--- src/rtl/refcounted_id_allocator_top_defines.svh ---
// ----------------------------------------------------------------------------
// refcounted_id_allocator_top_defines
// assertion macros for the allocator rtl
// ----------------------------------------------------------------------------
// every macro samples on the rising edge of clock and is quiet while reset is high
`ifndef REFCOUNTED_ID_ALLOCATOR_TOP_DEFINES_SVH
`define REFCOUNTED_ID_ALLOCATOR_TOP_DEFINES_SVH

// condition holds in the same cycle as the trigger
`define RCIA_ASSERT_NOW(label, trig, cond, msg) \
   label: assert property (@(posedge clock) disable iff (reset) (trig) |-> (cond)) \
      else $error(msg);

// condition holds in the cycle after the trigger
`define RCIA_ASSERT_NEXT(label, trig, cond, msg) \
   label: assert property (@(posedge clock) disable iff (reset) (trig) |=> (cond)) \
      else $error(msg);

`endif

--- src/rtl/rcia_pkg.sv ---
`timescale 1ns / 1ps
// ----------------------------------------------------------------------------
// rcia_pkg
// types and codes shared by the handle allocator front end, engine and top
// ----------------------------------------------------------------------------
package rcia_pkg;

   localparam int OPCODE_W  = 3;
   localparam int ID_W      = 8;
   localparam int AMOUNT_W  = 16;
   localparam int PAYIO_W   = 32;

   localparam logic [OPCODE_W-1:0] OP_ALLOC   = 3'd0;
   localparam logic [OPCODE_W-1:0] OP_INCR    = 3'd1;
   localparam logic [OPCODE_W-1:0] OP_DROP    = 3'd2;
   localparam logic [OPCODE_W-1:0] OP_RELEASE = 3'd3;
   localparam logic [OPCODE_W-1:0] OP_READ    = 3'd4;
   localparam logic [OPCODE_W-1:0] OP_DELETE  = 3'd5;

   localparam logic STATUS_OK   = 1'b0;
   localparam logic STATUS_FAIL = 1'b1;

   typedef struct packed {
      logic [OPCODE_W-1:0] opcode;
      logic [ID_W-1:0]     target_id;
      logic [AMOUNT_W-1:0] amount;
      logic [PAYIO_W-1:0]  payload_in;
   } req_type;

   typedef struct packed {
      logic                status;
      logic [ID_W-1:0]     granted_id;
      logic [PAYIO_W-1:0]  payload_out;
   } rsp_type;

   // classified operation, reject covers bad opcodes and ids outside the pool
   typedef enum logic [2:0] {
      K_ALLOC,
      K_INCR,
      K_DROP,
      K_RELEASE,
      K_READ,
      K_DELETE,
      K_REJECT
   } kind_type;

   typedef struct packed {
      kind_type            kind;
      logic [ID_W-1:0]     id;
      logic [AMOUNT_W-1:0] amount;
      logic [PAYIO_W-1:0]  payload;
   } cmd_type;

   typedef enum logic {
      ST_IDLE,
      ST_EXEC
   } back_state_type;

endpackage

--- src/rtl/rcia_fifo.sv ---
`timescale 1ns / 1ps
// ----------------------------------------------------------------------------
// rcia_fifo
// small register fifo with push/full and pop/empty sides
// ----------------------------------------------------------------------------
module rcia_fifo #(
   parameter int WIDTH = 8,
   parameter int DEPTH = 2
) (
   input  logic             clock,
   input  logic             reset,
   input  logic             push,
   input  logic [WIDTH-1:0] wr_data,
   output logic             full,
   input  logic             pop,
   output logic [WIDTH-1:0] rd_data,
   output logic             empty
);

   localparam int AW = $clog2(DEPTH);
   localparam int CW = $clog2(DEPTH + 1);

   logic [WIDTH-1:0] mem_ff [DEPTH];
   logic [AW-1:0]    wr_ptr_ff, wr_ptr_in;
   logic [AW-1:0]    rd_ptr_ff, rd_ptr_in;
   logic [CW-1:0]    cnt_ff, cnt_in;
   logic             do_push, do_pop;

   assign full    = (cnt_ff == CW'(DEPTH));
   assign empty   = (cnt_ff == '0);
   assign do_push = push && !full;
   assign do_pop  = pop && !empty;
   assign rd_data = mem_ff[rd_ptr_ff];

   always_comb begin
      wr_ptr_in = wr_ptr_ff;
      rd_ptr_in = rd_ptr_ff;
      if (do_push) begin
         wr_ptr_in = (wr_ptr_ff == AW'(DEPTH - 1)) ? '0 : wr_ptr_ff + AW'(1);
      end
      if (do_pop) begin
         rd_ptr_in = (rd_ptr_ff == AW'(DEPTH - 1)) ? '0 : rd_ptr_ff + AW'(1);
      end
      cnt_in = cnt_ff + CW'(do_push) - CW'(do_pop);
   end

   always_ff @(posedge clock) begin
      if (reset) begin
         wr_ptr_ff <= '0;
         rd_ptr_ff <= '0;
         cnt_ff    <= '0;
      end else begin
         wr_ptr_ff <= wr_ptr_in;
         rd_ptr_ff <= rd_ptr_in;
         cnt_ff    <= cnt_in;
      end
   end

   always_ff @(posedge clock) begin
      if (do_push) begin
         mem_ff[wr_ptr_ff] <= wr_data;
      end
   end

endmodule

--- src/rtl/rcia_front.sv ---
`timescale 1ns / 1ps
// ----------------------------------------------------------------------------
// rcia_front
// request intake: decodes opcode, checks the id range, queues the command
// ----------------------------------------------------------------------------
module rcia_front #(
   parameter int NUM_IDS = 256
) (
   input  logic              clock,
   input  logic              reset,
   input  logic              req_push,
   input  rcia_pkg::req_type req_data,
   output logic              req_full,
   input  logic              cmd_pop,
   output logic              cmd_empty,
   output rcia_pkg::cmd_type cmd_head
);

   localparam int CMD_W = $bits(rcia_pkg::cmd_type);

   rcia_pkg::cmd_type cmd_new;
   logic [CMD_W-1:0]  head_vec;
   logic              in_pool;

   assign in_pool = (32'(req_data.target_id) < 32'(NUM_IDS));

   always_comb begin
      cmd_new.id      = req_data.target_id;
      cmd_new.amount  = req_data.amount;
      cmd_new.payload = req_data.payload_in;
      unique case (req_data.opcode)
         rcia_pkg::OP_ALLOC:   cmd_new.kind = rcia_pkg::K_ALLOC;
         rcia_pkg::OP_INCR:    cmd_new.kind = in_pool ? rcia_pkg::K_INCR : rcia_pkg::K_REJECT;
         rcia_pkg::OP_DROP:    cmd_new.kind = in_pool ? rcia_pkg::K_DROP : rcia_pkg::K_REJECT;
         rcia_pkg::OP_RELEASE: cmd_new.kind = in_pool ? rcia_pkg::K_RELEASE
                                                      : rcia_pkg::K_REJECT;
         rcia_pkg::OP_READ:    cmd_new.kind = in_pool ? rcia_pkg::K_READ : rcia_pkg::K_REJECT;
         rcia_pkg::OP_DELETE:  cmd_new.kind = in_pool ? rcia_pkg::K_DELETE
                                                      : rcia_pkg::K_REJECT;
         default:              cmd_new.kind = rcia_pkg::K_REJECT;
      endcase
   end

   rcia_fifo #(
      .WIDTH (CMD_W),
      .DEPTH (2)
   ) u_cmd_q (
      .clock   (clock),
      .reset   (reset),
      .push    (req_push),
      .wr_data (cmd_new),
      .full    (req_full),
      .pop     (cmd_pop),
      .rd_data (head_vec),
      .empty   (cmd_empty)
   );

   assign cmd_head = rcia_pkg::cmd_type'(head_vec);

endmodule

--- config.mk ---
export PLATFORM = sky130hd
export DESIGN_NAME = rcia_front
export DESIGN_NICKNAME = d
export VERILOG_FILES = /design/src/rtl/refcounted_id_allocator_top_defines.svh /design/src/rtl/rcia_pkg.sv /design/src/rtl/rcia_fifo.sv /design/src/rtl/rcia_front.sv
export SDC_FILE = /design/constraint.sdc
export NUM_CORES = 1
export LEC_CHECK = 0
export CORE_MARGIN = 3
export CORE_UTILIZATION = 42
export DETAILED_ROUTE_END_ITERATION = 16
export DONT_BUFFER_PORTS = 1
export GPL_TIMING_DRIVEN = 0
export PLACE_DENSITY = 0.58
export SLEW_MARGIN = 20
export SYNTH_ARGS = -nofsm -noshare
export SYNTH_HDL_FRONTEND = slang
export SYNTH_SLANG_ARGS = --single-unit
--- constraint.sdc ---
create_clock -name clock -period 4.34 [get_ports clock]
set_input_delay 0.434 -clock clock [delete_from_list [all_inputs] [get_ports clock]]
set_output_delay 0.434 -clock clock [all_outputs]
set_load 0.005 [all_outputs]
Yosys cells after proc, flatten, opt, wreduce, memory -nomap -nowiden
Memory sizes are Yosys's and may differ from the RTL's. A register that Yosys moved wholly into a read port is not among the register bits. Cells that the tools add are included.

Register bits after elaboration: 4. Bits in writable memories: 118. Input port bits: 63. Output and inout port bits: 61. Word-level logic and storage cells: 27. Memories: 1.

Memory list: u_cmd_q.mem_ff (depth 2, width 59, read ports 1, clocked after Yosys merged registers in 1, wr ports 1, RTL line rcia_fifo.sv:23) `logic [WIDTH-1:0] mem_ff [DEPTH];`.

Add/subtract/negate cells: 4. Equal/unequal tests: 6. Multiplexer cells: 7. Reductions and logical operators: 6.

Operator list (count): $pmux 3 s6 (1); $eq 3x2->1 const B (2); $eq 3x3->1 const B (2); $mux 1 (6); $eq 3x1->1 const B (1); $logic_not 3->1 (1); $add 1x1->1 const B (2); $add 2x1->2 (1); $eq 2x2->1 const B (1); $logic_and 1x1->1 (2); $logic_not 1->1 (2); $logic_not 2->1 (1); $sub 2x1->2 (1).

Depth between registers and ports, before layout
Gate-level depths: netlist (run 1).

Word-level depth: 5. Depth in mapped cells: 7. Depth with buffers taken out: 7.

Hierarchy
From an unflattened synthesis (run 1), not the netlist that was laid out.

Cell total of the unflattened synthesis: 214. Area, all modules: 4548.1 um^2.

Modules (own cells, without submodules): rcia_fifo (instances 1, cells an instance 211, area each 4533.1 um^2, sequential area each 3643.5 um^2); rcia_front (instances 1, cells an instance 3, area each 15.0 um^2, sequential area each 0.0 um^2).

Worst setup path before layout (run 1)
OpenSTA, ideal clock, no wires.

Kind: register to register. Start point: reg u_cmd_q.cnt_ff[0]. End point: mem u_cmd_q.mem_ff[0][0] in the netlist's numbering (enable). Setup time: 0.483 ns. Data arrival time: 3.293 ns. Data required time: 3.857 ns. Slack: 0.564 ns. Stages on the path, launching flop included: 4. Path buffers: 0. Clock period less this slack: 3.776 ns. Cells stage by stage: dfxtp_1 -> nand2b_1 -> and2_1 -> nor2b_1.

Word-level cells in the longest chain between the ends: 5.

Ends and longest elaborated chain: start, declared (RTL line rcia_fifo.sv:26) `logic [CW-1:0] cnt_ff, cnt_in;`; start signal, assigned (RTL line rcia_fifo.sv:55) `cnt_ff <= cnt_in;`; $eq 2x2->1 (RTL line rcia_fifo.sv:29) `assign full = (cnt_ff == CW'(DEPTH));`; $logic_not 1->1 (RTL line rcia_fifo.sv:31) `assign do_push = push && !full;`; $logic_and 1x1->1 (RTL line rcia_fifo.sv:31); net u_cmd_q.do_push (RTL line rcia_fifo.sv:27) `logic do_push, do_pop;`; $mux 1 (RTL line rcia_fifo.sv:60) `if (do_push) begin`; $mux 1 (implied by the code) (RTL line rcia_fifo.sv:61) `mem_ff[wr_ptr_ff] <= wr_data;`; end, declared (RTL line rcia_fifo.sv:23).

The timed path passes the listed nets, and every way through them passes these cells.

==> results of run 1 <==
==> final cells by class <==
| class | instances | area [µm²] | share of cell area |
|---|---|---|---|
| multi-input cells | 80 | 850 | 0.142 |
| clock inverters | 7 | 111 | 0.0186 |
| well taps | 136 | 170 | 0.0284 |
| repair buffers | 60 | 638 | 0.107 |
| inverters | 3 | 11.3 | 0.00188 |
| plain buffers | 9 | 65.1 | 0.0109 |
| flip-flops and latches | 123 | 3640 | 0.609 |
| clock buffers | 25 | 494 | 0.0826 |
==> state kept, by name, summed over array words and instances (netlist names), named ones only <==
name,cells
u_cmd_q.cnt_ff,2
u_cmd_q.rd_ptr_ff,1
u_cmd_q.wr_ptr_ff,1
u_cmd_q.mem_ff,118
==> per-stage QoR <==
stage	setup TNS (ps)	utilization	hold WS (ps)	area (µm²)	total power [mW]
after global placement	-65700	0.454	489	4730	2.19
after global routing	0	0.574	37.5	5980	3.78
after detailed placement	0	0.462	509	4810	2.22
after CTS	0	0.574	34.2	5980	3.68
final	0	0.574	72.3	5980	3.61
after floorplan	0	-	471	4560	2.05
==> placed cells by master (no fill, tap or decap), types with 2 or more instances in the layout <==
cell / instances
nor2_1: 5
buf_12: 2
clkbuf_1: 5
clkinv_2: 2
ha_1: 2
clkbuf_16: 16
dfxtp_1: 5
mux2_4: 10
and2_1: 2
inv_1: 3
buf_2: 4
clkbuf_8: 6
edfxtp_1: 118
nand2b_1: 2
buf_6: 2
mux2_2: 49
bufinv_16: 3
dlygate4sd3_1: 57
==> cells by family after synthesis <==
| logic type | Yosys count | share of synthesized area |
|---|---|---|
| AOI/OAI and AO/OA | 3 | 0.00439 |
| muxes | 59 | 0.154 |
| and+or+nand+nor | 14 | 0.0159 |
| xor gates and xnor gates | 2 | 0.00384 |
| adders and majority gates | 2 | 0.00549 |
| buffers and inverters | 12 | 0.0167 |
| DFF | 123 | 0.800 |
==> power breakdown <==
group          switching [mW]  internal (mW)  total [mW]
logic                   0.333          0.337       0.670
clock network           0.446          0.946        1.39
registers              0.0422           1.50        1.55
==> metal layers <==
| layer | vias up | share of wire | track usage |
|---|---|---|---|
| met4 | 0 | 0.019 | 0.0712 |
| met5 | - | 0 | 0 |
| met2 | 84 | 0.53 | 0.228 |
| met1 | 1049 | 0.36 | 0.136 |
| met3 | 15 | 0.092 | 0.0623 |
| li1 | 997 | - | - |
==> final timing paths <==
check | start | to | slack, ps | cells past startpoint
setup / recovery | flip-flop | cmd_head[56] | 2320 | 3
hold / removal | req_push | u_cmd_q.wr_ptr_ff$_SDFFE_PP0P_ | 70 | 2
setup reg to reg | u_cmd_q.cnt_ff[0]$_SDFF_PP0_ | u_cmd_q.mem_ff[0][14]$_DFFE_PP_ | 2460 | 4
hold reg to reg | u_cmd_q.rd_ptr_ff$_SDFFE_PP0P_ | flip-flop | 530 | 2
==> worst reg2reg max path, cell delays in order, from the launching register on <==
cell	delay, ps
dfxtp_1	350
nand2b_1	170
and2_1	210
nor2b_4	560
buf_12	270
==> impl_metrics.env, run 1 <==
export IMPL_place_inst=354
export IMPL_avgSynthCellArea_um2=21.2
export IMPL_netlist_cell_type_count=22
export IMPL_n_fill_cell=819
export IMPL_final_antenna_net_count=0
export IMPL_place_ws_ps=2410
export IMPL_initial_core_util=0.437
export IMPL_cts_buffer_depth=2
export IMPL_max_slew_margin=0.587
export IMPL_dieArea_um2=12100
export IMPL_yosys_top_cells_count="118 x edfxtp_1, 49 x mux2_2, 10 x mux2_4"
export IMPL_core_rowCount=37
export IMPL_portBuffers=0
export IMPL_async_flop_share=0
export IMPL_drive_gt1_frac=0.322
export IMPL_grt_pass1_wl_um=11500
export IMPL_end_kind="output port"
export IMPL_path_buf_inv=2
export IMPL_cts_sinks=123
export IMPL_required_ps=3910
export IMPL_cap_violations=0
export IMPL_synth_edff_count=118
export IMPL_drc=0
export IMPL_cts_resized=0
export IMPL_pin_count=124
export IMPL_setup_viol=0
export IMPL_place_congestion=0.651
export IMPL_vias=2145
export IMPL_crit_path_top_delay_cell="mux2_2"
export IMPL_synth_ff_type="edfxtp_1"
export IMPL_synth_top_cell_area_share=0.778
export IMPL_path_clk_slew_ps=50
export IMPL_coreArea_um2=10400
export IMPL_period_needed_ps=2020
export IMPL_crit_type="flip-flop to output port"
export IMPL_layout_cells_non_filler=443
export IMPL_crit_arrival_ps=1590
export IMPL_path_cells="buf_6 -> buf_2 -> mux2_2"
export IMPL_yosys_area_top_type="edfxtp_1"
export IMPL_cp_start_kind="flip-flop"
export IMPL_gr_total_overflow=0
export IMPL_yosys_top_cells_area="edfxtp_1 78%, mux2_2 12%, mux2_4 3.3%"
export IMPL_ys_seq_area_frac=0.800
export IMPL_fin_skew_ps=5.70
export IMPL_routedWlPerCell_um=17.4
export IMPL_antenna_found_initial=0
export IMPL_timing_fmax_mhz=495
export IMPL_wirelength_um=7720
export IMPL_cts_made_buffers=17
export IMPL_worst_pin_slew_ps=618
export IMPL_synthCells=215
export IMPL_grt_pass1_vias=2333
export IMPL_cts_root_buffer="clkbuf_8"
export IMPL_yosys_warnings=0
export IMPL_final_net_count=359
export IMPL_final_period_utilization=0.465
export IMPL_viasPerCell=4.84
export IMPL_max_stage_delay_ps=400
export IMPL_leakage_nw=2.08
export IMPL_drv_slew=0
export IMPL_status="complete, no violations"
export IMPL_drt_pass1_iter_count=4
export IMPL_cts_tree="built"
export IMPL_yosysMostFrequentCell="edfxtp_1"
export IMPL_ys_ff_latch=123
export IMPL_die_h_um=110
export IMPL_cp_max_fo=10
export IMPL_hpwlAfterDp_um=4930
export IMPL_powerDensity_nw_per_um2=603
export IMPL_grt_max_degree=35
export IMPL_grtUsageTotal=0.134
export IMPL_clk_latency_ps=500
export IMPL_hold_class="input port to flip-flop"
export IMPL_postCtsSetupRepairBufs=0
export IMPL_num_antenna_cells=0
export IMPL_syn_area_um2=4560
export IMPL_syn_num_nets=280
export IMPL_drt_initial_drc_count=69
export IMPL_vdd_drop_max_uv=240
export IMPL_die_w_um=110
export IMPL_worst_slack_ps=2320
export IMPL_area_growth_pct=31.3
export IMPL_path_delay_family="multiplexers"
export IMPL_rsz0062_at_grt="false"
export IMPL_htreeDepth=4
export IMPL_ctsHoldBuffers=57
export IMPL_hold_violations=0
No activity file was read; power rests on OpenSTA's default activity.
==> inputs of run 2 (changes only) <==
PLACE_DENSITY = 0.61   (was 0.58)
clock period = 1.68 ns   (was 4.34 ns; I/O delays follow)
==> run 2 against run 1 <==
Wire length increased by 4.0%. Power grew to 2.6 times the previous value. Critical path depth stayed put. Cell area rose by 1.9%. Die area stayed put. Global-route usage increased by 0.34 points. Critical endpoint is now cmd_head[44]. Sequential share of layout area down 1.0 points.
==> impl_metrics.env, run 2 (same netlist as run 1, synthesis figures left out) <==
export IMPL_status="complete, no violations"
export IMPL_cts_made_buffers=17
export IMPL_die_w_um=110
export IMPL_top_regs="u_cmd_q.mem_ff x118, u_cmd_q.cnt_ff x2"
export IMPL_crit_arrival_ps=1480
export IMPL_routedWlPerCell_um=17.8
export IMPL_drv_slew=0
export IMPL_rsz0062_at_grt="true"
export IMPL_setup_viol=0
export IMPL_cap_violations=0
export IMPL_place_congestion=0.660
export IMPL_regMostFlops="u_cmd_q.mem_ff"
export IMPL_grt_pass1_wl_um=11900
export IMPL_htreeDepth=4
export IMPL_max_slew_margin=0.800
export IMPL_rr_startpoint="u_cmd_q.cnt_ff[1]$_SDFF_PP0_"
export IMPL_worst_pin_slew_ps=300
export IMPL_powerDensity_nw_per_um2=1530
export IMPL_leakage_nw=2.12
export IMPL_core_rowCount=37
export IMPL_pin_count=124
export IMPL_antenna_found_initial=0
export IMPL_viasPerCell=4.87
export IMPL_dieArea_um2=12100
export IMPL_n_fill_cell=808
export IMPL_grt_max_degree=44
export IMPL_cp_start_kind="flip-flop"
export IMPL_timing_fmax_mhz=607
export IMPL_end_kind="output port"
export IMPL_num_antenna_cells=0
export IMPL_coreArea_um2=10400
export IMPL_place_inst=354
export IMPL_wirelength_um=8020
export IMPL_hold_class="input port to flip-flop"
export IMPL_hpwlAfterDp_um=4730
export IMPL_gr_total_overflow=0
export IMPL_design_power_total_mw=9.32
export IMPL_final_common_cell="edfxtp_1"
export IMPL_vdd_drop_max_uv=614
export IMPL_cts_sinks=123
export IMPL_vias=2191
export IMPL_cts_buffer_depth=2
export IMPL_path_clk_slew_ps=50
export IMPL_initial_core_util=0.437
export IMPL_largest_reg_flops=118
export IMPL_grtUsageTotal=0.137
export IMPL_final_net_count=367
export IMPL_required_ps=1510
export IMPL_layout_cells_non_filler=450
export IMPL_drc=0
export IMPL_final_cell_mix="118 x edfxtp_1, 62 x dlygate4sd3_1, 47 x mux2_2"
export IMPL_crit_type="flip-flop to output port"
export IMPL_period_needed_ps=1650
export IMPL_grt_pass1_vias=2327
export IMPL_portBuffers=0
export IMPL_area_growth_pct=33.7
export IMPL_final_antenna_net_count=0
export IMPL_cp_max_fo=7
export IMPL_drt_pass1_iter_count=4
export IMPL_path_cells="buf_12 -> buf_8 -> mux2_2"
export IMPL_crit_path_top_delay_cell="dfxtp_4"
export IMPL_die_h_um=110
export IMPL_path_buf_inv=2
export IMPL_max_stage_delay_ps=380
export IMPL_cts_tree="built"
export IMPL_hold_violations=0
export IMPL_drt_initial_drc_count=99
export IMPL_path_delay_family="flip-flops"
export IMPL_final_period_utilization=0.980
export IMPL_cts_root_buffer="clkbuf_8"
export IMPL_fin_skew_ps=9.99
export IMPL_clk_latency_ps=490
export IMPL_drive_gt1_frac=0.328
export IMPL_min_from="req_push"
==> run 2: cell types whose count changed in the layout (fill, tap and decap cells not counted), sizes merged <==
cell / delta
dlygate4sd3: +5
buf: +3
clkinv: +4
clkbuf: -5
==> run 2: layout make-up <==
class                           instances  area (µm²)  share of cell area
Sequential cell                       123        3650               0.599
Multi-Input combinational cell         80         867               0.142
Timing Repair Buffer                   69         766               0.126
Clock buffer                           20         425              0.0698
Tap cell                              136         170              0.0279
Clock inverter                         11         128              0.0209
Buffer                                  8        77.6              0.0127
Inverter                                3        11.3             0.00185
==> run 2: report_power, final <==
part / switching, mW / total (mW) / internal, mW
Sequential: 0.133 / 4.03 / 3.89
Combinational: 0.895 / 1.93 / 1.04
Clock: 1.14 / 3.36 / 2.22
==> run 2: per-stage QoR <==
step                      cell area, µm²  hold WS [ps]  TNS (ps)  utilization  setup WS [ps]
after CTS                           6090          99.3     -88.5        0.585          -16.5
after floorplan                     4580           232    -14290            -           -241
after detailed placement            4830           236     -4680        0.463           -119
after global routing                6090           106      -713        0.585          -35.0
final                               6090           127         0        0.585           33.5
after global placement              4750           235    -74100        0.456           -810
==> run 2: metal layers <==
layer  GRT usage  share of wire
met2       0.231           0.53
met1       0.153           0.38
met5           0              0
met4      0.0686          0.010
met3      0.0495          0.080
==> run 2: final timing paths <==
kind	end	slack, ps	cells after the start
max	cmd_head[44]	30	3
min	u_cmd_q.mem_ff[1][41]$_DFFE_PP_	130	1
max reg2reg	u_cmd_q.cnt_ff[1]$_SDFF_PP0_	130	7
min reg2reg	flip-flop	510	2
==> run 2: what timing repair did <==
action,in CTS,in global routing
hold buffers,62,0
gates cloned,1,0
buffers inserted,3,0
setup endpoints to repair,93,43
gates resized for setup,14,1
endpoints found under the hold margin,123,0
