`src/rtl/refcounted_id_allocator_top_defines.svh`:
```
// ----------------------------------------------------------------------------
// refcounted_id_allocator_top_defines
// assertion macros for the allocator rtl
// ----------------------------------------------------------------------------
// every macro samples on the rising edge of clock and is quiet while reset is high
`ifndef REFCOUNTED_ID_ALLOCATOR_TOP_DEFINES_SVH
`define REFCOUNTED_ID_ALLOCATOR_TOP_DEFINES_SVH

// condition holds in the same cycle as the trigger
`define RCIA_ASSERT_NOW(label, trig, cond, msg) \
   label: assert property (@(posedge clock) disable iff (reset) (trig) |-> (cond)) \
      else $error(msg);

// condition holds in the cycle after the trigger
`define RCIA_ASSERT_NEXT(label, trig, cond, msg) \
   label: assert property (@(posedge clock) disable iff (reset) (trig) |=> (cond)) \
      else $error(msg);

`endif

```
`src/rtl/rcia_fifo.sv`:
```
`timescale 1ns / 1ps
// ----------------------------------------------------------------------------
// rcia_fifo
// small register fifo with push/full and pop/empty sides
// ----------------------------------------------------------------------------
module rcia_fifo #(
   parameter int WIDTH = 8,
   parameter int DEPTH = 2
) (
   input  logic             clock,
   input  logic             reset,
   input  logic             push,
   input  logic [WIDTH-1:0] wr_data,
   output logic             full,
   input  logic             pop,
   output logic [WIDTH-1:0] rd_data,
   output logic             empty
);

   localparam int AW = $clog2(DEPTH);
   localparam int CW = $clog2(DEPTH + 1);

   logic [WIDTH-1:0] mem_ff [DEPTH];
   logic [AW-1:0]    wr_ptr_ff, wr_ptr_in;
   logic [AW-1:0]    rd_ptr_ff, rd_ptr_in;
   logic [CW-1:0]    cnt_ff, cnt_in;
   logic             do_push, do_pop;

   assign full    = (cnt_ff == CW'(DEPTH));
   assign empty   = (cnt_ff == '0);
   assign do_push = push && !full;
   assign do_pop  = pop && !empty;
   assign rd_data = mem_ff[rd_ptr_ff];

   always_comb begin
      wr_ptr_in = wr_ptr_ff;
      rd_ptr_in = rd_ptr_ff;
      if (do_push) begin
         wr_ptr_in = (wr_ptr_ff == AW'(DEPTH - 1)) ? '0 : wr_ptr_ff + AW'(1);
      end
      if (do_pop) begin
         rd_ptr_in = (rd_ptr_ff == AW'(DEPTH - 1)) ? '0 : rd_ptr_ff + AW'(1);
      end
      cnt_in = cnt_ff + CW'(do_push) - CW'(do_pop);
   end

   always_ff @(posedge clock) begin
      if (reset) begin
         wr_ptr_ff <= '0;
         rd_ptr_ff <= '0;
         cnt_ff    <= '0;
      end else begin
         wr_ptr_ff <= wr_ptr_in;
         rd_ptr_ff <= rd_ptr_in;
         cnt_ff    <= cnt_in;
      end
   end

   always_ff @(posedge clock) begin
      if (do_push) begin
         mem_ff[wr_ptr_ff] <= wr_data;
      end
   end

endmodule

```
`config.mk`:
```
export PLATFORM = sky130hd
export DESIGN_NAME = rcia_fifo
export DESIGN_NICKNAME = d
export VERILOG_FILES = /design/src/rtl/refcounted_id_allocator_top_defines.svh /design/src/rtl/rcia_fifo.sv
export SDC_FILE = /design/constraint.sdc
export NUM_CORES = 1
export LEC_CHECK = 0
export BUFFER_PORTS_ARGS = -buffer_cell sky130_fd_sc_hd__buf_4
export CORE_MARGIN = 2
export CORE_UTILIZATION = 45
export CTS_BUF_LIST = sky130_fd_sc_hd__clkbuf_4
export DETAILED_ROUTE_END_ITERATION = 10
export PLACE_DENSITY = 0.73
export RECOVER_POWER = 100
export SETUP_SLACK_MARGIN = 0.3
export SYNTH_ARGS = -nofsm -noshare
export SYNTH_HDL_FRONTEND = slang
export SYNTH_SLANG_ARGS = --single-unit
```
`constraint.sdc`:
```
create_clock -name clock -period 2.04 [get_ports clock]
set_clock_uncertainty 0.05 [all_clocks]
set_input_delay 0.102 -clock clock [delete_from_list [all_inputs] [get_ports clock]]
set_output_delay 0.102 -clock clock [all_outputs]
set_load 0.05 [all_outputs]
```
Yosys cells after proc, flatten, opt, wreduce, memory -nomap -nowiden
Memories as Yosys holds them, arrays and structs flattened. A register that Yosys moved wholly into a read port is not among the register bits.
Cells that the tools add are included.
- bits in registers: 4
- bits in latches: 0
- RAM bits: 16
- memory bits (read-only): 0
- bits of input ports: 12
- memories kept: 1
- add/sub/neg operators: 4
- multiply operators: 0
- div/mod/pow operators: 0
- $lt $le $gt $ge: 0
- eq/ne operators: 1
- shift operators: 0
- multiplexer cells: 6
- bitwise logic cells: 0
- reduce and logical (&&, ||, !) cells: 5
- memories (name ; words ; width ; read ports ; clocked after Yosys merged registers in ; wr ports ; RTL line ; text):
    mem_ff ; 2 ; 8 ; 1 ; 1 ; 1 ; rcia_fifo.sv:23 ; logic [WIDTH-1:0] mem_ff [DEPTH];
- operator list (kind ; count):
    1-bit two-way mux ; 6
    1-bit adder (second input constant) ; 2
    2-bit by 1-bit adder with 2-bit output ; 1
    2-bit equality test (second input constant) ; 1
    1-bit logical AND ; 2
    1-bit logical NOT ; 2
    2-bit logical NOT ; 1
    2-bit by 1-bit subtractor with 2-bit output ; 1

Longest topological paths before layout
Gate-level depths: netlist (run 1).
- depth in word-level cells: 5
- depth in mapped cells: 8

Worst setup path after synthesis (run 1)
Ideal clock, no wire load.
- kind: register -> register
- from: reg cnt_ff[1]
- to: reg cnt_ff[1]
- arrival time: 1.400 ns
- data required time: 1.912 ns
- slack: 0.512 ns
- stages on the path, launching flop included: 8
- buffers on the path: 0
- clock period less this slack: 1.528 ns
- cell sequence: dfxtp_1 > o21a_2 > ha_1 > inv_1 > ha_1 > xor2_1 > and2_1 > nor3_1
- RTL lines (element ; RTL line ; text):
    start, declared ; rcia_fifo.sv:26 ; logic [CW-1:0] cnt_ff, cnt_in;
    start signal, assigned ; rcia_fifo.sv:55 ; cnt_ff <= cnt_in;
    2-bit logical NOT ; rcia_fifo.sv:30 ; assign empty = (cnt_ff == '0);
    1-bit logical NOT ; rcia_fifo.sv:32 ; assign do_pop = pop && !empty;
    1-bit logical AND ; rcia_fifo.sv:32 ;
    via do_pop ; rcia_fifo.sv:27 ; logic do_push, do_pop;
    2-bit by 1-bit subtractor with 2-bit output ; rcia_fifo.sv:44 ; cnt_in = cnt_ff + CW'(do_push) - CW'(do_pop);
The timed path passes the listed nets, and every way through them passes these cells.
A chain may end at the register's enable or synchronous reset.

==> results.yml, run 1 <==
detailed_routing:
  routed_wl_mm: 1.235
  num_vias: 499
  drc: 0
  drtIter0Drc: 9
  vias_per_cell: 4.536
  avgRoutedWirePerCell_um: 11.23
  detail-route-antenna-nets: 0
  dr.pass1.iters: 3
final_layout:
  area_delta_synth_final_pct: 33.49
  final_cell_count_no_fill: 110
  fin_nets: 100
  layout_commonest_cell: "edfxtp_1"
  fill_cells: 145
  antenna_cells: 0
  layout-drive-gt1-share_pct: 31.76
  final_cell_mix: "edfxtp_1 (16), clkbuf_4 (11), dlygate4sd3_1 (9)"
timing:
  relSlewSlack_pct: 60.74
  slew_violations: 0
  period_needed_ns: 1.656
  grt_setup_unrepaired: "no"
  worst_pin_slew_ns: 0.5915
  hold_violations: 0
  fmax_ghz: 0.6040
  setup_tns_ns: 0
  period_share_pct: 81.16
  setup_viol: 0
critical_path:
  cp_data_arrival_time_ns: 1.50
  crit_chain: "mux2_1 -> clkbuf_1"
  cp.required_ns: 1.89
  cp_max_fo: 8
  crit_slowest_cell: "dfxtp_1"
  worstSetupEndpointType: "output port"
  cpPeakStageDelay_ns: 0.55
  startpoint_type: "flip-flop"
  critPathKind: "flip-flop to output port"
grt:
  grt_pass1_wl_mm: 1.863
  grt_max_degree: 13
  grt_pass1_vias: 462
  track_usage_pct: 13.02
  antenna_found_initial: 0
  gr-total-overflow: 0
run:
  drv_cap: 0
floorplan:
  num_rows: 15
  floorplan.initialDensity_pct: 47.47
  num_io_pins: 22
  core_um2: 1708
  die-height_um: 46.45
  fp.dieW_um: 46.45
  die-area_um2: 2157
synthesis:
  synth_cell_types: 21
  synth_compound_area_share_pct: 2.315
  syn_nets: 66
  yosysSeqAreaShare_pct: 71.60
  synth_seq_cells: 21
  synthAdderAreaFrac_pct: 3.086
  syn_area_per_cell_um2: 15.59
  yosys_warnings: 0
  synth_cells: 52
  synth_top_family_by_area: "multiplexers"
  syn_area_um2: 810.8
  yosys.area_share.simple_pct: 7.253
  synth.mux.area_fraction_pct: 11.11
  synth_xor_area_share_pct: 2.160
clock_tree:
  clockBufferDepth: 2
  tritoncts: "done"
  cts.clk_slew.worst_paths_ns: 0.11
  cts_buffers: 3
  htree_num_levels: 1
  clock_sinks: 21
  post_cts.repair.setup_buffers: 0
  clk_latency_ns: 0.29
  cts_root_buf: "clkbuf_4"
placement:
  dp_cells: 97
  hpwlAfterDp_um: 846.8
  gp_congestion: 0.6031
  portBuffers: 21
pwr:
  powerDensity_nw_per_um2: 1286
  peakVddDrop_mv: 0.8072
  power_leakage_nw: 0.4450
hold_path:
  hold_path.class: "input pin to flip-flop"
outcome:
  run_status: "completed"
## synthesized netlist by cell type, drive strengths merged
cell type  instances  area [um2]
nand2b             1       8.760
buf                1       5.000
nor3               1       5.000
ha                 2       25.02
xnor2              1       8.760
nand2              1       3.750
and3               1       7.510
edfxtp            16       480.5
o21ai              1       5.000
or3                1       6.260
and2               1       6.260
mux2               8       90.08
o21a               1       8.760
a21oi              1       5.000
nor2               4       15.01
nor2b              1       6.260
inv                4       15.01
dfxtp              5       100.1
xor2               1       8.760
## worst max-delay path, delay by kind of cell (launching register included)
| family | cells | cell delay, ns |
|---|---|---|
| flops | 1 | 0.55 |
| buf+inv | 1 | 0.46 |
| mux | 1 | 0.20 |
## cells by family after synthesis
| logic type | count (synthesis) |
|---|---|
| AND/OR/NAND/NOR | 11 |
| adder cells (fa/ha/maj) | 2 |
| flip-flops | 21 |
| buffers and inverters | 5 |
| multiplexers | 8 |
| AO/OA/AOI/OAI | 3 |
| XOR/XNOR | 2 |
## power breakdown
group          leakage (nW)  switching [mW]  internal (mW)
logic                 0.237           0.413          0.178
registers             0.191          0.0565          0.553
clock network        0.0177           0.118         0.0728
total                 0.445           0.588          0.803
## worst paths after layout
| path | start | end | slack [ns] | cells after the start |
|---|---|---|---|---|
| min | push | wr_ptr_ff | 0.12 | 4 |
| max reg2reg | cnt_ff[1] | cnt_ff[1] | 0.43 | 7 |
| min reg2reg | wr_ptr_ff | wr_ptr_ff | 0.44 | 2 |
| max | flip-flop | rd_data[3] | 0.38 | 2 |
## per-stage QoR
stage / setup slack [ns] / total power, mW / utilization [%] / hold slack, ns / cell area [um2]
2_1_floorplan: 0.5119 / 1.087 / - / 0.1211 / 810.8
3_3_place_gp: 0.4820 / 1.252 / 58.24 / 0.2382 / 994.7
3_5_place_dp: 0.4254 / 1.263 / 58.24 / 0.2410 / 994.7
4_1_cts: 0.4118 / 1.467 / 65.13 / 0.1172 / 1112
5_1_grt: 0.2889 / 1.478 / 63.37 / 0.1460 / 1082
6_report: 0.3843 / 1.391 / 63.37 / 0.1239 / 1082
## timing repair
action	in CTS	in global routing
resized for setup	0	1
endpoints found under the hold margin	21	0
hold buffers	9	0
setup endpoints to repair	0	1
## layer usage
metal	track usage (%)	vias up	wire [um]
met2	23.89	10	662
li1	-	249	-
met4	6.857	0	12
met1	13.13	238	521
met3	3.529	2	39
met5	0	-	0
## cell type report
| cell class | count | area (um2) | area share (%) |
|---|---|---|---|
| tap | 25 | 31.28 | 2.890 |
| clock buffer | 3 | 22.52 | 2.081 |
| inverter | 4 | 15.01 | 1.387 |
| clock inverter | 1 | 5.005 | 0.4624 |
| multi-input combinational | 26 | 209.0 | 19.31 |
| sequential | 21 | 580.6 | 53.64 |
| timing repair buffer | 30 | 219.0 | 20.23 |
## sequential cells by signal (all words and copies together), names as in the netlist, named ones only
signal,count
mem_ff,16
cnt_ff,2
rd_ptr_ff,1
wr_ptr_ff,1
Note: power is estimated with default switching activity, not from simulation.
==> run 2, diff against run 1 <==
==> constraint.sdc (replaced) <==
create_clock -name clock -period 1.6 [get_ports clock]
set_clock_uncertainty 0.05 [all_clocks]
set_input_delay 0.08 -clock clock [delete_from_list [all_inputs] [get_ports clock]]
set_output_delay 0.08 -clock clock [all_outputs]
set_load 0.05 [all_outputs]
==> run 2 against run 1 <==
Sequential power is 31% higher. Final area increased by 15%. Global-route usage is 0.37 points higher. Wire length increased by 12%. Sequential share of layout area down 6.6 points. Critical path depth rose by 5. Combinational power rose by 79%. Worst setup slack got worse by 0.31 ns. Non-clock buffer count rose by 6. Via count up 4.4%. Count of clock-buffer cells in the layout unchanged. Register-to-register slack got worse by 0.35 ns.
==> results.yml, run 2 (synthesis results as in run 1) <==
outcome:
  run_status: "completed"
grt:
  use_met1_pct: 16.58
  antenna_found_initial: 0
  gr-usage-met2_pct: 21.39
  grtUsageMet3_pct: 3.529
  grt_pass1_vias: 459
  grt_pass1_wl_mm: 1.938
  grt_max_degree: 13
  track_usage_pct: 13.39
  grt_busiest_layer: "met2"
  gr-total-overflow: 0
critical_path:
  cp_max_fo: 3
  crit_chain: "o21a_4 -> ha_4 -> inv_2 -> ha_4 -> xor2_1 -> and2_1 -> nor3_2"
  critPathKind: "flip-flop to flip-flop"
  r2r_end: "cnt_ff[1]"
  r2r_slack_ns: 0.08
  cp.required_ns: 1.77
  crit_slowest_cell: "dfxtp_4"
  cpPeakStageDelay_ns: 0.37
  crit_top_cell: "ha_4"
  cp_data_arrival_time_ns: 1.69
  rr_worst_depth: 7
  reg2reg_from: "cnt_ff[1]"
  startpoint_type: "flip-flop"
  worstSetupEndpointType: "flip-flop"
timing:
  hold_violations: 0
  period_share_pct: 95.05
  relSlewSlack_pct: 74.73
  slew_violations: 0
  period_needed_ns: 1.521
  fin_hold_ws_ns: 0.1134
  worst_pin_slew_ns: 0.3790
  setup_viol: 0
  fmax_ghz: 0.6576
  grt_setup_unrepaired: "yes"
  setup_slack_ns: 0.07921
floorplan:
  die-height_um: 46.45
  die-area_um2: 2157
  num_rows: 15
  core_um2: 1708
  floorplan.initialDensity_pct: 47.47
  fp.dieW_um: 46.45
  num_io_pins: 22
hold_path:
  hold_depth: 4
  hold_path.class: "input pin to flip-flop"
  hold_end: "wr_ptr_ff"
  min_from: "push"
final_layout:
  layout_commonest_cell: "edfxtp_1"
  antenna_cells: 0
  multi_input_comb_area_um2: 260.3
  fin_nets: 106
  fill_cells: 118
  final_cell_count_no_fill: 116
  final-seq-area_um2: 586.8
  layout-drive-gt1-share_pct: 47.25
  top_register: "mem_ff"
  largest_reg_flops: 16
  fin_util_pct: 72.97
  final_cell_mix: "edfxtp_1 (16), clkbuf_4 (11), dlygate4sd3_1 (9), buf_6 (9), buf_4 (7)"
  area_delta_synth_final_pct: 53.70
  reg_top3: "mem_ff: 16 flops, cnt_ff: 2 flops"
placement:
  portBuffers: 21
  gp_congestion: 0.5915
  post-place-ws_ns: 0.01309
  hpwlAfterDp_um: 850.6
  dp_cells: 98
run:
  drv_cap: 0
pwr:
  p_seq_share_pct: 38.0
  peakVddDrop_mv: 1.044
  power_switching_mw: 0.8367
  powerDensity_nw_per_um2: 1684
  p_clk_share_pct: 11.5
  p_comb_share_pct: 50.5
  intPower_mw: 1.262
  p_sw_share_pct: 39.86
  power_leakage_nw: 0.5085
detailed_routing:
  dr.pass1.iters: 3
  vias_per_cell: 4.491
  drtIter0Drc: 5
  detail-route-antenna-nets: 0
  num_vias: 521
  avgRoutedWirePerCell_um: 11.88
  drc: 0
  routed_wl_mm: 1.378
clock_tree:
  clockBufferDepth: 2
  clk_latency_ns: 0.30
  tritoncts: "done"
  clock_sinks: 21
  cts_root_buf: "clkbuf_4"
  htree_num_levels: 1
  cts_buffers: 3
  cts.clk_slew.worst_paths_ns: 0.12
## run 2: metal layers
layer	vias up	part of all wire, %
met4	0	0.44
met3	2	3.2
met2	12	56
li1	262	-
met5	-	0
met1	245	40
## run 2: power groups by stage
stage | clock, mW | combinational (mW) | sequential, mW
floorplan | 0 | 0.644 | 0.755
finish | 0.242 | 1.06 | 0.797
global placement | 0 | 0.833 | 0.792
CTS | 0.250 | 1.02 | 0.803
global route | 0.273 | 1.12 | 0.811
detailed placement | 0 | 0.839 | 0.796
## run 2: timing repair
item                       4_1_cts  5_1_grt
resized for setup               22       10
hold buffers                     9        0
setup endpoints to repair       19       19
pin swaps                        0        2
setup buffers                    2        3
hold endpoints to repair        21        0
## run 2: final cells by class
cell class | instances | area share [%]
Inverter | 4 | 1.807
Clock buffer | 3 | 1.807
Sequential cell | 21 | 47.09
Multi-Input combinational cell | 26 | 20.88
Timing Repair Buffer | 36 | 25.50
Clock inverter | 1 | 0.4016
Tap cell | 25 | 2.510
## run 2: how the worst max path moves through the flow
stage                     startpoint   endpoint  slack (ns)  cells past startpoint
after floorplan            cnt_ff[0]  cnt_ff[1]        0.09                      7
after global placement     cnt_ff[0]  cnt_ff[1]        0.06                      7
after detailed placement   cnt_ff[0]  cnt_ff[1]        0.01                      7
after CTS                  cnt_ff[1]  cnt_ff[1]        0.03                      7
after global routing       cnt_ff[1]  cnt_ff[1]     -0.0001                      7
final                      cnt_ff[1]  cnt_ff[1]        0.08                      7
## run 2: per-stage QoR
step | cell area, um2 | setup TNS, ns | total power, mW
after floorplan | 815.8 | 0 | 1.399
after global placement | 1007 | 0 | 1.625
after detailed placement | 1007 | 0 | 1.634
after CTS | 1217 | 0 | 2.076
after global routing | 1246 | -0.0001467 | 2.204
final | 1246 | 0 | 2.099
## run 2: critical path: cells and delay by family, from the launching register on
family	cells	cell delay, ns
compound gates	1	0.21
flops	1	0.37
fa+ha+maj	2	0.40
xor+xnor	1	0.16
buf+inv	1	0.04
simple gates	2	0.23
==> run 3, diff against run 2 <==
--- a/config.mk
+++ b/config.mk
@@ -6,6 +6,7 @@
 export NUM_CORES = 1
 export LEC_CHECK = 0
 export BUFFER_PORTS_ARGS = -buffer_cell sky130_fd_sc_hd__buf_4
+export CORE_ASPECT_RATIO = 0.8
 export CORE_MARGIN = 2
 export CORE_UTILIZATION = 45
 export CTS_BUF_LIST = sky130_fd_sc_hd__clkbuf_4
==> constraint.sdc (replaced) <==
create_clock -name clock -period 1.75 [get_ports clock]
set_clock_uncertainty 0.05 [all_clocks]
set_input_delay 0.0875 -clock clock [delete_from_list [all_inputs] [get_ports clock]]
set_output_delay 0.0875 -clock clock [all_outputs]
set_load 0.05 [all_outputs]
==> run 3 against run 2 <==
Via count fell by 1.2%. Final area decreased by 6.3%. Sequential share of layout area rose by 3.1 points. Sequential power shrank 8.7%. Critical path depth unchanged. Wire length rose by 3.0%. Fmax down 8.5%. Count of clock-buffer cells in the layout grew 1. Combinational power shrank 21%. Global-route usage decreased by 0.36 points. Worst setup slack better by 0.0091 ns. Highest routed layer unchanged.
==> results.yml, run 3 (synthesis results as in run 1) <==
outcome:
  run_status: "completed"
detailed_routing:
  drtIter0Drc: 9
  detail-route-antenna-nets: 0
  num_vias: 515
  routed_wl_mm: 1.419
  vias_per_cell: 4.640
  dr.pass1.iters: 4
  drc: 0
  avgRoutedWirePerCell_um: 12.78
hold_path:
  hold_path.class: "input pin to flip-flop"
  hold_end: "wr_ptr_ff"
  min_from: "push"
  hold_depth: 4
critical_path:
  rr_worst_depth: 7
  startpoint_type: "flip-flop"
  crit_slowest_cell: "dfxtp_4"
  crit_chain: "o21a_2 -> ha_4 -> inv_2 -> ha_4 -> xor2_2 -> and2_4 -> nor3_1"
  critPathKind: "flip-flop to flip-flop"
  cp_max_fo: 4
  reg2reg_from: "cnt_ff[1]"
  r2r_end: "cnt_ff[1]"
  r2r_slack_ns: 0.09
  cpPeakStageDelay_ns: 0.38
  cp.required_ns: 1.92
  cp_data_arrival_time_ns: 1.83
  worstSetupEndpointType: "flip-flop"
  crit_top_cell: "ha_4"
floorplan:
  num_rows: 13
  fp.dieW_um: 51.46
  die-area_um2: 2159
  die-height_um: 41.97
  floorplan.initialDensity_pct: 48.87
  num_io_pins: 22
  core_um2: 1659
pwr:
  peakVddDrop_mv: 0.9796
  p_clk_share_pct: 12.8
  power_switching_mw: 0.7413
  p_comb_share_pct: 46.8
  intPower_mw: 1.059
  p_seq_share_pct: 40.4
  power_leakage_nw: 0.4730
  finalPower_mw: 1.800
  p_sw_share_pct: 41.19
  powerDensity_nw_per_um2: 1542
clock_tree:
  clockBufferDepth: 2
  tritoncts: "done"
  cts_buffers: 3
  htree_num_levels: 1
  cts.clk_slew.worst_paths_ns: 0.10
  clk_latency_ns: 0.29
  clock_sinks: 21
  cts_root_buf: "clkbuf_4"
grt:
  grtUsageMet3_pct: 5.396
  grt_busiest_layer: "met2"
  antenna_found_initial: 0
  grt_pass1_vias: 474
  track_usage_pct: 13.03
  grt_max_degree: 12
  gr-total-overflow: 0
  gr-usage-met2_pct: 20.26
  use_met1_pct: 14.83
  grt_pass1_wl_mm: 1.966
timing:
  slew_violations: 0
  fmax_ghz: 0.6018
  relSlewSlack_pct: 60.60
  setup_viol: 0
  hold_violations: 0
  period_share_pct: 94.95
  grt_setup_unrepaired: "yes"
  worst_pin_slew_ns: 0.5936
  setup_tns_ns: 0
  period_needed_ns: 1.662
final_layout:
  area_delta_synth_final_pct: 43.98
  fin_nets: 104
  layout-drive-gt1-share_pct: 46.07
  layout_commonest_cell: "edfxtp_1"
  largest_reg_flops: 16
  top_register: "mem_ff"
  antenna_cells: 0
  reg_top3: "mem_ff: 16 flops, cnt_ff: 2 flops"
  final_cell_mix: "edfxtp_1 (16), clkbuf_4 (14), dlygate4sd3_1 (9)"
placement:
  hpwlAfterDp_um: 784.8
  portBuffers: 21
  gp_congestion: 0.8274
run:
  drv_cap: 0
[run 3: power by group through the flow]
stage	registers (mW)	logic [mW]	clock network (mW)
4_1_cts	0.715	0.807	0.238
2_1_floorplan	0.690	0.583	0
3_3_place_gp	0.723	0.747	0
5_1_grt	0.740	0.892	0.260
6_report	0.728	0.842	0.230
3_5_place_dp	0.728	0.747	0
[run 3: worst max path at each step]
stage,slack (ns),endpoint,startpoint,cells past startpoint
2_1_floorplan,0.24,cnt_ff[1],cnt_ff[0],7
3_3_place_gp,0.22,cnt_ff[1],cnt_ff[0],7
3_5_place_dp,0.16,cnt_ff[1],cnt_ff[0],7
4_1_cts,0.16,cnt_ff[1],cnt_ff[1],7
5_1_grt,0.04,cnt_ff[1],cnt_ff[0],8
6_report,0.09,cnt_ff[1],cnt_ff[1],7
[run 3: final cells by class]
type | instances | area (um2)
timing repair buffer | 34 | 252.7
tap | 22 | 27.53
multi-input combinational | 26 | 256.5
clock buffer | 4 | 30.03
sequential | 21 | 585.6
fill | 121 | 491.7
inverter | 4 | 15.01
[run 3: worst max-delay path, delay by kind of cell, from the launching register on]
kind | cells | cell delay [ns]
buf+inv | 1 | 0.04
fa+ha+maj | 2 | 0.42
simple gates | 2 | 0.30
flops | 1 | 0.38
compound gates | 1 | 0.22
xor+xnor | 1 | 0.17
[run 3: metrics by stage]
step	utilization [%]	hold WS, ns	cell area, um2	setup WS [ns]	cells
after global routing	70.36	0.1870	1167	0.03826	111
after floorplan	-	0.1017	813.3	0.2397	52
after global placement	59.88	0.2233	993.5	0.2168	94
after CTS	68.55	0.1285	1137	0.1570	110
after detailed placement	59.88	0.2251	993.5	0.1650	94
final	70.36	0.1691	1167	0.08835	111
[run 3: metal layers]
metal / routed length, um / vias up
li1: - / 258
met1: 545 / 236
met2: 762 / 17
met3: 82 / 4
met4: 28 / 0
met5: 0 / -
[run 3: timing repair]
action                     in CTS  in global routing
hold buffers                    9                  0
setup endpoints to repair       9                 18
buffers inserted                3                  1
pin swaps                       1                  6
hold endpoints to repair       21                  0
gates resized for setup         1                 13
